`config.mk`:
```
export PLATFORM = sky130hd
export DESIGN_NAME = rotating_string_hash_mod
export DESIGN_NICKNAME = d
export VERILOG_FILES = /design/src/sv/rshm_pkg.sv /design/src/sv/rshm_rem.sv /design/src/sv/rotating_string_hash_mod.sv
export SDC_FILE = /design/constraint.sdc
export NUM_CORES = 1
export LEC_CHECK = 0
export BUFFER_PORTS_ARGS = -buffer_cell sky130_fd_sc_hd__buf_2
export CORE_MARGIN = 2
export CORE_UTILIZATION = 60
export CTS_BUF_LIST = sky130_fd_sc_hd__clkbuf_2 sky130_fd_sc_hd__clkbuf_4 sky130_fd_sc_hd__clkbuf_8
export DETAILED_ROUTE_END_ITERATION = 7
export PLACE_DENSITY = 0.84
export RECOVER_POWER = 50
export SLEW_MARGIN = 10
export SYNTH_ARGS = -nofsm -noshare
export SYNTH_HDL_FRONTEND = slang
export SYNTH_SLANG_ARGS = --single-unit
export TNS_END_PERCENT = 50
```
`constraint.sdc`:
```
create_clock -name clk -period 19 [get_ports clk]
set_input_delay 1.9 -clock clk [delete_from_list [all_inputs] [get_ports clk]]
set_output_delay 1.9 -clock clk [all_outputs]
set_load 0.01 [all_outputs]
```
`src/sv/rshm_pkg.sv`:
```
`timescale 1ns / 1ps
// ----------------------------------------------------------------------------
// Rotating string hash package
// Widths, constants, the rotation lookup and the remainder unit status type.
// ----------------------------------------------------------------------------
package rshm_pkg;

	localparam int CHAR_W    = 7;
	localparam int HASH_W    = 11;
	localparam int MOD_W     = 12;
	localparam int SUM_W     = 22;
	localparam int REM_STEPS = SUM_W / 2;
	localparam int CNT_W     = $clog2(REM_STEPS + 1);
	localparam int ROT_W     = 4;
	localparam int ADDR_W    = 2;
	localparam int DATA_W    = 32;

	localparam logic [ROT_W-1:0] ROT_SPAN         = 4'd11;
	localparam logic [MOD_W-1:0] TABLE_SIZE_RESET = 12'd2039;
	localparam logic [MOD_W-1:0] MODULUS_CAP      = 12'd2048;
	localparam logic [MOD_W-1:0] MODULUS_MIN      = 12'd1;

	// Word index of the table size register.
	localparam int REG_TABLE_SIZE = 0;

	typedef struct packed {
		logic busy;
		logic last;
	} rem_status_t;

	// Character modulo 11 through a reciprocal multiply; 187/2048 gives the
	// exact quotient for every 7-bit character, and one correction step
	// guards the remainder anyway.
	function automatic logic [ROT_W-1:0] rot_amount(input logic [CHAR_W-1:0] c);
		logic [14:0] prod;
		logic [3:0]  quo;
		logic [7:0]  rem;
		prod = 15'(c) * 15'd187;
		quo  = prod[14:11];
		rem  = 8'(c) - 8'(quo) * 8'd11;
		if (rem >= 8'd11) begin
			rem = rem - 8'd11;
		end
		return rem[ROT_W-1:0];
	endfunction

endpackage

```
`src/sv/rshm_rem.sv`:
```
`timescale 1ns / 1ps
// ----------------------------------------------------------------------------
// Serial remainder unit
// Restoring remainder of a 22-bit sum by a 12-bit modulus, two bits a cycle.
// ----------------------------------------------------------------------------
module rshm_rem (
	input  logic                          clk,
	input  logic                          arst_n,
	input  logic                          start,
	input  logic [rshm_pkg::SUM_W-1:0]    dividend,
	input  logic [rshm_pkg::MOD_W-1:0]    modulus,
	output rshm_pkg::rem_status_t         status,
	output logic [rshm_pkg::HASH_W-1:0]   remainder
);

	logic [rshm_pkg::SUM_W-1:0]  dvd_q;
	logic [rshm_pkg::MOD_W-1:0]  mod_q;
	logic [rshm_pkg::HASH_W-1:0] rem_q;
	logic [rshm_pkg::CNT_W-1:0]  cnt_q;

	logic [rshm_pkg::MOD_W-1:0]  try1, try2, sub1, sub2;
	logic [rshm_pkg::HASH_W-1:0] rem1;

	// Each partial remainder stays below the modulus, which is at most 2048,
	// so it fits eleven bits.
	always_comb begin
		try1 = {rem_q, dvd_q[rshm_pkg::SUM_W-1]};
		sub1 = (try1 >= mod_q) ? (try1 - mod_q) : try1;
		rem1 = sub1[rshm_pkg::HASH_W-1:0];
		try2 = {rem1, dvd_q[rshm_pkg::SUM_W-2]};
		sub2 = (try2 >= mod_q) ? (try2 - mod_q) : try2;
	end

	assign remainder   = sub2[rshm_pkg::HASH_W-1:0];
	assign status.busy = (cnt_q != '0);
	assign status.last = (cnt_q == rshm_pkg::CNT_W'(1));

	always_ff @(posedge clk or negedge arst_n) begin
		if (!arst_n) begin
			cnt_q <= '0;
		end else if (start) begin
			cnt_q <= rshm_pkg::CNT_W'(rshm_pkg::REM_STEPS);
		end else if (status.busy) begin
			cnt_q <= cnt_q - rshm_pkg::CNT_W'(1);
		end
	end

	always_ff @(posedge clk) begin
		if (start) begin
			dvd_q <= dividend;
			mod_q <= modulus;
			rem_q <= '0;
		end else if (status.busy) begin
			dvd_q <= {dvd_q[rshm_pkg::SUM_W-3:0], 2'b00};
			rem_q <= remainder;
		end
	end

endmodule

```
`src/sv/rotating_string_hash_mod.sv`:
```
`timescale 1ns / 1ps
// ----------------------------------------------------------------------------
// Rotating string hash with modular reduction
// Hashes a name string one character per request and emits the code at the
// terminating zero character.
// ----------------------------------------------------------------------------
// Usage:
// The input channel (ch, ch_valid, ch_stall) carries one 7-bit character per
// request. A nonzero character rotates the running hash by the character
// modulo 11, adds the character and reduces the sum modulo the table size.
// A zero character ends the string: the running hash goes out as one request
// on the output channel (code, code_valid, code_stall) and the running hash
// is cleared, so an empty string yields code 0.
// A nonzero character holds the input channel stalled while the serial
// remainder unit, which retires two dividend bits per cycle, reduces the
// 22-bit sum; the sum is formed combinationally as the character is taken.
// The code sits in an output register; while it waits on a stalled
// receiver, further nonzero characters are still taken, and only a second
// terminator is held off until the register is free.
// The table size register sits at byte address 0 of the APB port; the user
// must write it only while the block is idle, which the block itself does
// not enforce. Zero acts as a modulus of one and values above 2048 act as
// 2048. Reset clears the running hash, empties the output register and
// loads the table size with 2039.
// ----------------------------------------------------------------------------
module rotating_string_hash_mod (
	input  logic                            clk,
	input  logic                            arst_n,
	// Character channel
	input  logic [rshm_pkg::CHAR_W-1:0]     ch,
	input  logic                            ch_valid,
	output logic                            ch_stall,
	// Code channel
	output logic [rshm_pkg::HASH_W-1:0]     code,
	output logic                            code_valid,
	input  logic                            code_stall,
	// Configuration port
	input  logic                            psel,
	input  logic                            penable,
	input  logic                            pwrite,
	input  logic [rshm_pkg::ADDR_W-1:0]     paddr,
	input  logic [rshm_pkg::DATA_W-1:0]     pwdata,
	output logic [rshm_pkg::DATA_W-1:0]     prdata,
	output logic                            pready
);

	logic [rshm_pkg::MOD_W-1:0]  table_size_q;
	logic [rshm_pkg::HASH_W-1:0] hash_q;
	logic [rshm_pkg::HASH_W-1:0] code_q;
	logic                        code_valid_q;

	logic                        accept;
	logic                        is_term;
	logic                        start;
	logic [rshm_pkg::ROT_W-1:0]  rot;
	logic [rshm_pkg::ROT_W-1:0]  rot_back;
	logic [rshm_pkg::SUM_W-1:0]  sum;
	logic [rshm_pkg::MOD_W-1:0]  eff_mod;
	logic [rshm_pkg::HASH_W-1:0] rem_result;
	rshm_pkg::rem_status_t       rem_status;

	// The register file is a single word, so every address selects it.
	logic                        reg_sel;
	logic                        cfg_write;

	assign reg_sel   = ((paddr >> 2) == rshm_pkg::ADDR_W'(rshm_pkg::REG_TABLE_SIZE));
	assign cfg_write = psel && penable && pwrite && reg_sel;
	assign pready    = 1'b1;
	assign prdata    = rshm_pkg::DATA_W'(table_size_q);

	always_ff @(posedge clk or negedge arst_n) begin
		if (!arst_n) begin
			table_size_q <= rshm_pkg::TABLE_SIZE_RESET;
		end else if (cfg_write) begin
			table_size_q <= pwdata[rshm_pkg::MOD_W-1:0];
		end
	end

	// Clamp the table size into the range that keeps the hash in 11 bits.
	always_comb begin
		if (table_size_q == '0) begin
			eff_mod = rshm_pkg::MODULUS_MIN;
		end else if (table_size_q > rshm_pkg::MODULUS_CAP) begin
			eff_mod = rshm_pkg::MODULUS_CAP;
		end else begin
			eff_mod = table_size_q;
		end
	end

	// A terminator needs the output register, which frees up in the same
	// cycle when the receiver takes the pending code.
	assign is_term  = (ch == '0);
	assign ch_stall = rem_status.busy || (is_term && code_valid_q && code_stall);
	assign accept   = ch_valid && !ch_stall;
	assign start    = accept && !is_term;

	// Rotation of the running hash plus the character. With a rotation of
	// zero the right shift moves every bit out, as wanted.
	always_comb begin
		rot      = rshm_pkg::rot_amount(ch);
		rot_back = rshm_pkg::ROT_SPAN - rot;
		sum      = (rshm_pkg::SUM_W'(hash_q) << rot)
		         + rshm_pkg::SUM_W'(hash_q >> rot_back)
		         + rshm_pkg::SUM_W'(ch);
	end

	rshm_rem u_rem (
		.clk       (clk),
		.arst_n    (arst_n),
		.start     (start),
		.dividend  (sum),
		.modulus   (eff_mod),
		.status    (rem_status),
		.remainder (rem_result)
	);

	always_ff @(posedge clk or negedge arst_n) begin
		if (!arst_n) begin
			hash_q <= '0;
		end else if (rem_status.last) begin
			hash_q <= rem_result;
		end else if (accept && is_term) begin
			hash_q <= '0;
		end
	end

	always_ff @(posedge clk or negedge arst_n) begin
		if (!arst_n) begin
			code_valid_q <= 1'b0;
		end else if (accept && is_term) begin
			code_valid_q <= 1'b1;
		end else if (!code_stall) begin
			code_valid_q <= 1'b0;
		end
	end

	always_ff @(posedge clk) begin
		if (accept && is_term) begin
			code_q <= hash_q;
		end
	end

	assign code       = code_q;
	assign code_valid = code_valid_q;

endmodule
```
Word-level counts from Yosys, hierarchy flattened
Index checks and enable logic that the tools add are counted.
W data, S select, Z words.
- memory bits (read-only): 0
- memories kept: 0
- bits of input ports: 48
- bits in writable memories: 0
- output and inout port bits: 46
- logic and storage cells: 55
- register bits: 84
- latch bits: 0
- bitwise logic cells: 0
- div/mod/pow operators: 0
- shift operators: 2
- add/sub/neg operators: 8
- mux-type cells: 12
- multiply operators: 2
- reduce and logical (&&, ||, !) cells: 16
- $lt $le $gt $ge: 4
- equality and inequality tests: 2
- operators by type and width (operator ; number):
    $mux W11 ; 4
    $mux W22 ; 2
    $ge A12 B12 Y1 ; 2
    $add A22 B22 Y22 ; 1
    $add A22 B7 Y22 ; 1
    $shl A11 B4 Y22 ; 1
    $shr A11 B4 Y22 ; 1
    $sub A11 B11 Y11 ; 2
    $mul A7 B8 Y15 const B ; 1
    $gt A12 B12 Y1 const B ; 1
    $logic_not A12 Y1 ; 1
    $mux W12 ; 1
    $mux W4 ; 3
    $ge A8 B4 Y1 const B ; 1
    $mul A4 B4 Y8 const B ; 1
    $sub A7 B8 Y8 ; 1
    $logic_and A1 B1 Y1 ; 7
    $logic_not A7 Y1 ; 1
    $eq A4 B1 Y1 const B ; 1
    $reduce_bool A2 Y1 ; 2
    $reduce_bool A4 Y1 ; 1
    $sub A4 B1 Y4 const B ; 1
    $sub A4 B4 Y4 const A ; 1
    $sub A4 B4 Y4 const B ; 1
    other kinds (5) ; 7

Logic depth before layout (Yosys ltp)
Gate-level depths: netlist of the first run.
- depth after elaboration: 10
- depth in mapped cells: 54
- mapped depth without buffers: 52

By module
Synthesis of the first run repeated with hierarchy kept, for this count alone.
- cell total of the unflattened synthesis: 898
- area, all modules: 8624.5 um2
- by module, submodules not included (module ; sequential area each (um2) ; times used ; cells each ; area an instance (um2)):
    rotating_string_hash_mod ; 943.4 ; 1 ; 585 ; 5175.0
    rshm_rem ; 1341.3 ; 1 ; 313 ; 3449.6

Worst setup path after synthesis of the first run
OpenSTA, ideal clock, no wires.
- path kind: input port to flip-flop
- start: input ch[2] (netlist bit)
- end: register u_rem.dvd_q[21] (netlist bit), data pin
- slack: 6.095 ns
- cell stages on the path: 50
- setup time: 0.152 ns
- required time: 18.848 ns
- data arrival time: 12.754 ns
- buffers on the path: 3
- path through: inv_1 > ha_1 > fa_1 > fa_1 > fa_1 > ha_1 > nand4_1 > o22ai_2 > nand2b_1 > a21oi_1 > nor2b_1 > o21ai_0 > nand2b_1 > a21oi_1 > xnor2_1 > ha_1 > inv_1 > fa_1 > (+14 left out) > o22a_1 > fa_1 > inv_1 > ha_1 > fa_1 > a21o_1 > a21oi_1 > o21bai_1 > a21oi_1 > o21bai_1 > a21oi_1 > o21bai_1 > a21oi_1 > nor2b_1 > o32ai_1 > or4_4 > or4_1 > a31oi_1
- word-level cells in the longest chain between the ends: 10
- elaborated cells between the ends (all ways): 20
- those cells by class: add/sub (5); mul (2); order compare (1); shift (2); mux (2); reduce/logical (8)
- RTL lines (item ; RTL line ; RTL):
    from (decl) ; rotating_string_hash_mod.sv:30 ; input logic [rshm_pkg::CHAR_W-1:0] ch,
    $mul A7 B8 Y15 ; rshm_pkg.sv:38 ; prod = 15'(c) * 15'd187;
    $mul A4 B4 Y8 ; rshm_pkg.sv:40 ; rem = 8'(c) - 8'(quo) * 8'd11;
    $sub A7 B8 Y8 ; rshm_pkg.sv:40 ;
    $ge A8 B4 Y1 or $sub A4 B4 Y4 (tied branches) ; rshm_pkg.sv:41, rshm_pkg.sv:42 ;
    $mux W4 ; rshm_pkg.sv:41 ; if (rem >= 8'd11) begin
    $sub A4 B4 Y4 ; rotating_string_hash_mod.sv:101 ; rot_back = rshm_pkg::ROT_SPAN - rot;
    $shr A11 B4 Y22 ; rotating_string_hash_mod.sv:103 ; + rshm_pkg::SUM_W'(hash_q >> rot_back)
    $add A22 B22 Y22 ; rotating_string_hash_mod.sv:103 ;
    $add A22 B7 Y22 ; rotating_string_hash_mod.sv:104 ; + rshm_pkg::SUM_W'(ch);
    $mux W22 * ; rshm_rem.sv:49 ; if (start) begin
    to (signal assigned) ; rshm_rem.sv:50 ; dvd_q <= dividend;
    to (signal assigned) ; rshm_rem.sv:54 ; dvd_q <= {dvd_q[rshm_pkg::SUM_W-3:0], 2'b00};
    to (decl) ; rshm_rem.sv:16 ; logic [rshm_pkg::SUM_W-1:0] dvd_q;
Every way passes the cells marked *; elsewhere a longest branch is shown, timed or not.
A chain may end at the register's enable or synchronous reset.

Worst setup path in the final report of the first run
Ends and elaborated chain as after synthesis.

==> results of run 1 <==
## layout make-up
cell class | count | area [µm²]
Clock buffer | 9 | 124
Clock inverter | 7 | 50.0
Fill cell | 1092 | 4660
Inverter | 79 | 297
Multi-Input combinational cell | 696 | 5390
Sequential cell | 84 | 2280
Tap cell | 176 | 220
Timing Repair Buffer | 56 | 270
## cells in the mapped netlist (all sizes together) (3+ instances only)
master	n	area share
dfxtp	11	0.027
o32a	5	0.0061
nor2b	17	0.013
inv	78	0.036
o2111a	3	0.0041
nand4	8	0.0061
xnor2	23	0.025
xor2	18	0.019
o31a	4	0.0043
o31ai	5	0.0058
mux2	30	0.042
nand2	78	0.036
o21ai	63	0.039
o22ai	8	0.0076
o21a	4	0.0037
a31oi	5	0.0038
fa	28	0.068
and3	7	0.0053
a21o	15	0.014
ha	95	0.15
or2	7	0.0053
or4	7	0.0073
nor4	7	0.0069
dfstp	10	0.032
a211oi	5	0.0052
o21bai	9	0.0082
nand2b	10	0.0076
a21oi	50	0.031
clkbuf	20	0.0092
mux2i	13	0.016
nor3b	3	0.0034
buf	29	0.026
dfrtp	18	0.055
or3	5	0.0038
nor2	54	0.026
o211ai	9	0.0095
edfxtp	45	0.17
and2	11	0.0084
nand3	23	0.014
a21boi	10	0.0092
nor3	9	0.0055
## worst paths after layout
check / startpoint / cells after the start / to
setup reg to reg: u_rem.dvd_q[21]$_DFFE_PP_ / 31 / hash_q[9]$_DFFE_PN0P_
max in group asynchronous: arst_n / 1 / u_rem.cnt_q[2]$_DFFE_PN0P_
hold reg to reg: u_rem.rem_q[10]$_SDFFE_PP0P_ / 2 / u_rem.rem_q[10]$_SDFFE_PP0P_
setup / recovery: ch[2] / 48 / u_rem.dvd_q[21]$_DFFE_PP_
hold / removal: u_rem.rem_q[10]$_SDFFE_PP0P_ / 2 / u_rem.rem_q[10]$_SDFFE_PP0P_
min in group asynchronous: arst_n / 1 / hash_q[7]$_DFFE_PN0P_
## registers in the layout, summed over array words and instances, names as in the netlist
register	flops
u_rem.dvd_q	22
table_size_q	12
u_rem.mod_q	12
code	11
hash_q	11
u_rem.rem_q	11
u_rem.cnt_q	4
code_valid	1
## through the flow
step                      std cells  hold slack [ps]  setup WS [ps]  utilization  instance area (µm²)
after floorplan                 908              423           6090            -                 8260
after global placement         1091              452           4800        0.638                 8490
after CTS                      1107              486           4940        0.652                 8660
final                          1107              485           4520        0.650                 8640
after detailed placement       1091              465           4610        0.638                 8490
after global routing           1107              506           3750        0.650                 8640
## metal layers
layer	GRT usage	up-vias	share of wire
li1	-	3199	-
met1	0.348	3021	0.47
met2	0.409	158	0.46
met3	0.0443	25	0.056
met4	0.0560	0	0.013
met5	0	-	0
## cell families after synthesis
kind of cell / count (synthesis) / share of synthesized area
fa+ha+maj: 123 / 0.214
compound gates: 213 / 0.174
simple gates: 255 / 0.159
flops: 84 / 0.279
other cells: 2 / 0.000917
mux: 43 / 0.0585
xor+xnor: 41 / 0.0438
buf+inv: 128 / 0.0714
## critical path: cells and delay by family
kind / cells / cell delay, ps
AO/OA/AOI/OAI: 17 / 2660
XOR/XNOR: 1 / 260
adder cells (fa/ha/maj): 12 / 4930
buffers and inverters: 5 / 1110
multiplexers: 1 / 330
AND/OR/NAND/NOR: 12 / 3460
==> flow_metrics.py, run 1 <==
metrics = {
    "clock_network": {
        "cts_sinks": 84,
        "cts_resized": 0,
        "cts_setup_buffers": 0,
        "cts_buffer_depth": 2,
        "clk-insertion-delay-late_ps": 360,
        "clkTransAtPathRegs_ps": 90,
        "h-tree-depth": 3,
        "cts_made_buffers": 9,
        "clock-root-buffer": "clkbuf_8",
        "ctsHoldBuffers": 0,
        "cts_tree": "yes",
    },
    "global_routing": {
        "grt_pass1_vias": 6175,
        "track_usage": 0.250,
        "antenna_found_initial": 0,
        "grt_overflow": 0,
        "grt_max_degree": 37,
        "grt_pass1_wl_um": 29300,
    },
    "sta": {
        "setup_tns_ps": 0,
        "skew_ps": 6.62,
        "setup_viol": 0,
        "slew_headroom": -0.0859,
        "worst_slew_pin_slew_ps": 1630,
        "fmax_ghz": 0.0690,
        "slew_viol_final": 29,
        "hold_viol_final": 0,
        "rsz0062_at_grt": "no",
        "fin_crit_ps": 14480,
        "post-route-period-util": 0.762,
    },
    "floorplan": {
        "core_um2": 13300,
        "pin_count": 94,
        "initial_core_util": 0.616,
        "dieArea_um2": 14600,
        "die_h_um": 121,
        "fp.dieW_um": 121,
        "rows": 42,
    },
    "final_layout": {
        "area_growth_pct": 5.47,
        "layout_commonest_cell": "ha_1",
        "final_cell_mix": "95 x ha_1, 78 x inv_1, 77 x nand2_1",
        "drive_gt1_frac": 0.115,
        "nNetsFinal": 1097,
        "diodes": 0,
    },
    "route": {
        "drt_wl_total_um": 17800,
        "drc": 0,
        "wire_per_inst_um": 16.1,
        "drtIter0Drc": 524,
        "vias_per_cell": 5.78,
        "routed-via-count": 6403,
        "ant_nets": 0,
        "first_pass_iters": 6,
    },
    "setup_path": {
        "critPathMaxStageDelay_ps": 790,
        "cp.required_ps": 19200,
        "crit_type": "in -> reg",
        "critPathArrivalTime_ps": 14680,
        "cp_max_fo": 12,
        "r2r_slack_ps": 12470,
        "worst_setup_path_end_kind": "flip-flop",
        "crit_slowest_cell": "fa_1",
        "critPathLaunchType": "input pin",
        "crit_path_frequent_cell": "fa_1",
    },
    "yosys": {
        "synth_edf_count": 45,
        "mappedNetlistArea_um2": 8190,
        "synthArstFlopShare": 0.333,
        "ys_seq_area_frac": 0.279,
        "ys_seq_elements": 84,
        "netlist_instances": 889,
        "avgSynthCellArea_um2": 9.21,
        "synth_flop_cell": "edfxtp_1",
        "synth.distinct_cells": 84,
        "ys_warn_count": 0,
    },
    "placed_design": {
        "dp_hpwl_um": 14100,
        "place_congestion": 0.983,
        "numPortBuffers": 50,
    },
    "status": {
        "outcome": "complete, but fails checks",
        "failed_checks": "max-capacitance violations, max-slew violations",
    },
    "worst_hold_path": {
        "hp-class": "reg -> reg",
    },
    "run": {
        "maxCapViolCount": 1,
    },
}
Power of run 1 is left out: the tool's default activity adds up to more than one toggle a clock period on the data nets, which glitch-free logic cannot reach.
==> inputs of run 2 (changes only) <==
clock period = 14.5 ns   (was 19 ns; I/O delays follow)
==> flow_metrics.py, run 2 (same netlist as run 1, synthesis figures left out) <==
metrics = {
    "setup_path": {
        "worst_setup_path_end_kind": "flip-flop",
        "reg2reg_depth": 30,
        "crit_slowest_cell": "or4_1",
        "critical_path_buf_inv_count": 5,
        "cpLargestDelayFamily": "adder cells",
        "crit_type": "in -> reg",
        "r2r_end": "u_rem.rem_q[9]$_SDFFE_PP0P_",
        "critPathMaxStageDelay_ps": 690,
        "critPathArrivalTime_ps": 13570,
        "critPathLaunchType": "input pin",
        "reg2reg_from": "u_rem.dvd_q[21]$_DFFE_PP_",
        "r2r_slack_ps": 7900,
        "crit_path_frequent_cell": "ha_1",
        "cp_max_fo": 18,
        "cp.required_ps": 14720,
    },
    "route": {
        "drc": 0,
        "first_pass_iters": 5,
        "drtIter0Drc": 586,
        "drt_wl_total_um": 18200,
        "routed-via-count": 6534,
        "vias_per_cell": 5.89,
        "ant_nets": 0,
        "wire_per_inst_um": 16.4,
    },
    "sta": {
        "setup_tns_ps": 0,
        "fin_crit_ps": 13350,
        "slew_headroom": -0.129,
        "post-route-period-util": 0.921,
        "fmax_ghz": 0.0749,
        "rsz0062_at_grt": "no",
        "worst_slew_pin_slew_ps": 1690,
        "skew_ps": 10.8,
        "slew_viol_final": 29,
        "setup_viol": 0,
        "setup_ws_ps": 1150,
        "hold_viol_final": 0,
    },
    "clock_network": {
        "cts_resized": 0,
        "cts_made_buffers": 9,
        "cts_sinks": 84,
        "clk-insertion-delay-late_ps": 370,
        "ctsHoldBuffers": 0,
        "cts_tree": "yes",
        "clkTransAtPathRegs_ps": 90,
        "cts_setup_buffers": 0,
        "h-tree-depth": 3,
        "clock-root-buffer": "clkbuf_8",
        "cts_buffer_depth": 2,
    },
    "global_routing": {
        "antenna_found_initial": 0,
        "grt_max_degree": 37,
        "grt_pass1_wl_um": 30200,
        "grt_overflow": 0,
        "track_usage": 0.260,
        "grt_pass1_vias": 6280,
    },
    "floorplan": {
        "initial_core_util": 0.616,
        "rows": 42,
        "dieArea_um2": 14600,
        "core_um2": 13300,
        "fp.dieW_um": 121,
        "pin_count": 94,
        "die_h_um": 121,
    },
    "worst_hold_path": {
        "min_path_cells": 2,
        "hp-class": "reg -> reg",
        "hold_start": "code_valid$_DFFE_PN0P_",
        "holdPathEnd": "code_valid$_DFFE_PN0P_",
    },
    "final_layout": {
        "largest_reg_flops": 22,
        "layout_commonest_cell": "ha_1",
        "regMostFlops": "u_rem.dvd_q",
        "nNetsFinal": 1099,
        "largestRegisters": "u_rem.dvd_q (22), table_size_q (12), u_rem.mod_q (12)",
        "seq_area_um2": 2280,
        "diodes": 0,
        "drive_gt1_frac": 0.121,
        "area_growth_pct": 6.40,
        "multi_input_area_um2": 5390,
        "num-fill-cells": 1094,
        "final_cell_mix": "95 x ha_1, 78 x inv_1, 77 x nand2_1",
    },
    "status": {
        "failed_checks": "max-capacitance violations, max-slew violations",
        "outcome": "complete, but fails checks",
    },
    "placed_design": {
        "place_congestion": 0.951,
        "pre_cts_ws_ps": 932,
        "numPortBuffers": 50,
        "dp_hpwl_um": 14400,
    },
    "run": {
        "maxCapViolCount": 1,
    },
}
## run 2: changes by cell type in the layout (fill, tap and decap cells not counted), sizes merged
| cell | delta |
|---|---|
| clkinvlp | -1 |
| clkinv | -3 |
| buf | +5 |
| bufinv | +2 |
| clkbuf | -3 |
| inv | +2 |
## run 2: how the worst max path moves through the flow
stage          start                   endpoint  slack [ps]  depth (start not counted)
5_1_grt        ch[2]  u_rem.dvd_q[21]$_DFFE_PP_         270                         49
4_1_cts        ch[2]  u_rem.dvd_q[21]$_DFFE_PP_        1230                         49
2_1_floorplan  ch[2]  u_rem.dvd_q[21]$_DFFE_PP_        2040                         50
6_report       ch[2]  u_rem.dvd_q[21]$_DFFE_PP_        1150                         49
3_3_place_gp   ch[2]  u_rem.dvd_q[21]$_DFFE_PP_        1070                         49
3_5_place_dp   ch[2]  u_rem.dvd_q[21]$_DFFE_PP_         930                         49
## run 2: tightest hold or removal path: cells and delay by family, from the launching register on
family,cells,cell delay [ps]
DFF,1,350
and+or+nand+nor,2,120
## run 2: layout make-up
| class | instances | share of cell area |
|---|---|---|
| Inverter | 79 | 0.0340 |
| Multi-Input combinational cell | 696 | 0.619 |
| Sequential cell | 84 | 0.262 |
| Clock buffer | 9 | 0.0142 |
| Tap cell | 176 | 0.0253 |
| Timing Repair Buffer | 58 | 0.0335 |
| Clock inverter | 7 | 0.0121 |
## run 2: stage by stage
step                std cells  utilization  area [µm²]  hold slack (ps)
global placement         1093        0.640        8500              449
detailed placement       1093        0.640        8500              485
floorplan                 908            -        8260              423
finish                   1109        0.655        8710              504
CTS                      1109        0.657        8730              505
global route             1109        0.655        8710              535
## run 2: routing by layer
layer  share of wire  wire length, µm  GRT usage  vias up
met5               0                0          0        -
met4           0.012              210     0.0538        0
met3           0.059             1080     0.0363       21
met2            0.48             8790      0.439      198
met1            0.45             8090      0.356     3108
li1                -                -          -     3207
Power of run 2 is left out for the same reason.
==> inputs of run 3 (changes only) <==
RECOVER_POWER = 100   (was 50)
==> flow_metrics.py, run 3 (same netlist as run 1, synthesis figures left out) <==
metrics = {
    "setup_path": {
        "critPathMaxStageDelay_ps": 590,
        "cp_max_fo": 18,
        "critPathLaunchType": "input pin",
        "crit_path_frequent_cell": "ha_1",
        "crit_slowest_cell": "fa_1",
        "critical_path_buf_inv_count": 4,
        "crit_type": "in -> reg",
        "critPathArrivalTime_ps": 13440,
        "worst_setup_path_end_kind": "flip-flop",
        "cpLargestDelayFamily": "adder cells",
        "cp.required_ps": 14570,
    },
    "floorplan": {
        "pin_count": 94,
        "rows": 42,
        "core_um2": 13300,
        "dieArea_um2": 14600,
        "die_h_um": 121,
        "fp.dieW_um": 121,
        "initial_core_util": 0.616,
    },
    "route": {
        "wl_met2_um": 8780,
        "wl_met3_um": 950,
        "vias_per_cell": 5.89,
        "drt_wl_total_um": 18100,
        "first_pass_iters": 5,
        "ant_nets": 0,
        "routed-via-count": 6531,
        "drtIter0Drc": 517,
        "wl_met1_um": 8230,
        "highest_layer": "met4",
        "wire_per_inst_um": 16.4,
        "drc": 0,
    },
    "sta": {
        "skew_ps": 10.1,
        "worst_slew_pin_slew_ps": 1690,
        "setup_viol": 0,
        "fin_crit_ps": 13370,
        "slew_headroom": -0.130,
        "post-route-period-util": 0.922,
        "rsz0062_at_grt": "no",
        "fmax_ghz": 0.0748,
        "setup_tns_ps": 0,
        "slew_viol_final": 29,
        "hold_viol_final": 0,
        "whs_ps": 506,
    },
    "status": {
        "outcome": "complete, but fails checks",
        "failed_checks": "max-capacitance violations, max-slew violations",
    },
    "worst_hold_path": {
        "hp-class": "reg -> reg",
    },
    "clock_network": {
        "cts_sinks": 84,
        "ctsHoldBuffers": 0,
        "clk-insertion-delay-late_ps": 370,
        "cts_made_buffers": 9,
        "clkTransAtPathRegs_ps": 90,
        "h-tree-depth": 3,
        "cts_tree": "yes",
        "cts_setup_buffers": 0,
        "cts_resized": 0,
        "cts_buffer_depth": 2,
        "clock-root-buffer": "clkbuf_8",
    },
    "global_routing": {
        "grt_overflow": 0,
        "antenna_found_initial": 0,
        "grt_pass1_wl_um": 30200,
        "track_usage": 0.260,
        "grt_pass1_vias": 6280,
        "grt_max_degree": 37,
    },
    "final_layout": {
        "final_cell_mix": "95 x ha_1, 78 x inv_1, 77 x nand2_1",
        "seq_area_um2": 2280,
        "area_growth_pct": 6.20,
        "regMostFlops": "u_rem.dvd_q",
        "nNetsFinal": 1099,
        "layout_commonest_cell": "ha_1",
        "multi_input_area_um2": 5390,
        "drive_gt1_frac": 0.111,
        "diodes": 0,
        "num-fill-cells": 1094,
        "largestRegisters": "u_rem.dvd_q (22), table_size_q (12), u_rem.mod_q (12)",
        "largest_reg_flops": 22,
    },
    "placed_design": {
        "place_congestion": 0.951,
        "dp_hpwl_um": 14400,
        "numPortBuffers": 50,
    },
    "run": {
        "maxCapViolCount": 1,
    },
}
run 3: cell types whose count changed in the layout (fill, tap and decap cells not counted), sizes merged:
cell    change
clkbuf      +4
buf         -4
run 3: cell type report:
cell class	count	area share
multi-input combinational	696	0.619
sequential	84	0.263
inverter	79	0.0341
timing repair buffer	58	0.0321
tap	176	0.0253
clock buffer	9	0.0142
clock inverter	7	0.0121
run 3: final timing paths:
kind,cells past startpoint,startpoint,slack (ps),endpoint
min,2,code_valid$_DFFE_PN0P_,510,code_valid$_DFFE_PN0P_
min in group asynchronous,1,arst_n,1510,hash_q[10]$_DFFE_PN0P_
max,47,ch[2],1130,u_rem.dvd_q[17]$_DFFE_PP_
max in group asynchronous,1,arst_n,12010,u_rem.cnt_q[3]$_DFFE_PN0P_
min reg2reg,2,code_valid$_DFFE_PN0P_,510,code_valid$_DFFE_PN0P_
max reg2reg,30,u_rem.dvd_q[21]$_DFFE_PP_,7210,u_rem.rem_q[9]$_SDFFE_PP0P_
run 3: worst reg2reg max path, delay by kind of cell, from the launching register on:
family	cells	cell delay, ps
compound gates	20	3760
fa+ha+maj	3	940
buf+inv	4	1250
flops	1	360
mux	2	840
simple gates	1	80
run 3: layer usage:
metal / vias to the layer above / global-route usage
met5: - / 0
met4: 0 / 0.0538
met3: 21 / 0.0363
met2: 173 / 0.439
met1: 3128 / 0.356
li1: 3209 / -
run 3: through the flow:
step,setup WS [ps],std cells,cell area [µm²],utilization
floorplan,2040,908,8260,-
global placement,1070,1093,8500,0.640
detailed placement,932,1093,8500,0.640
CTS,1230,1109,8730,0.657
global route,149,1109,8700,0.654
finish,1130,1109,8700,0.654
Power of run 3 is left out for the same reason.
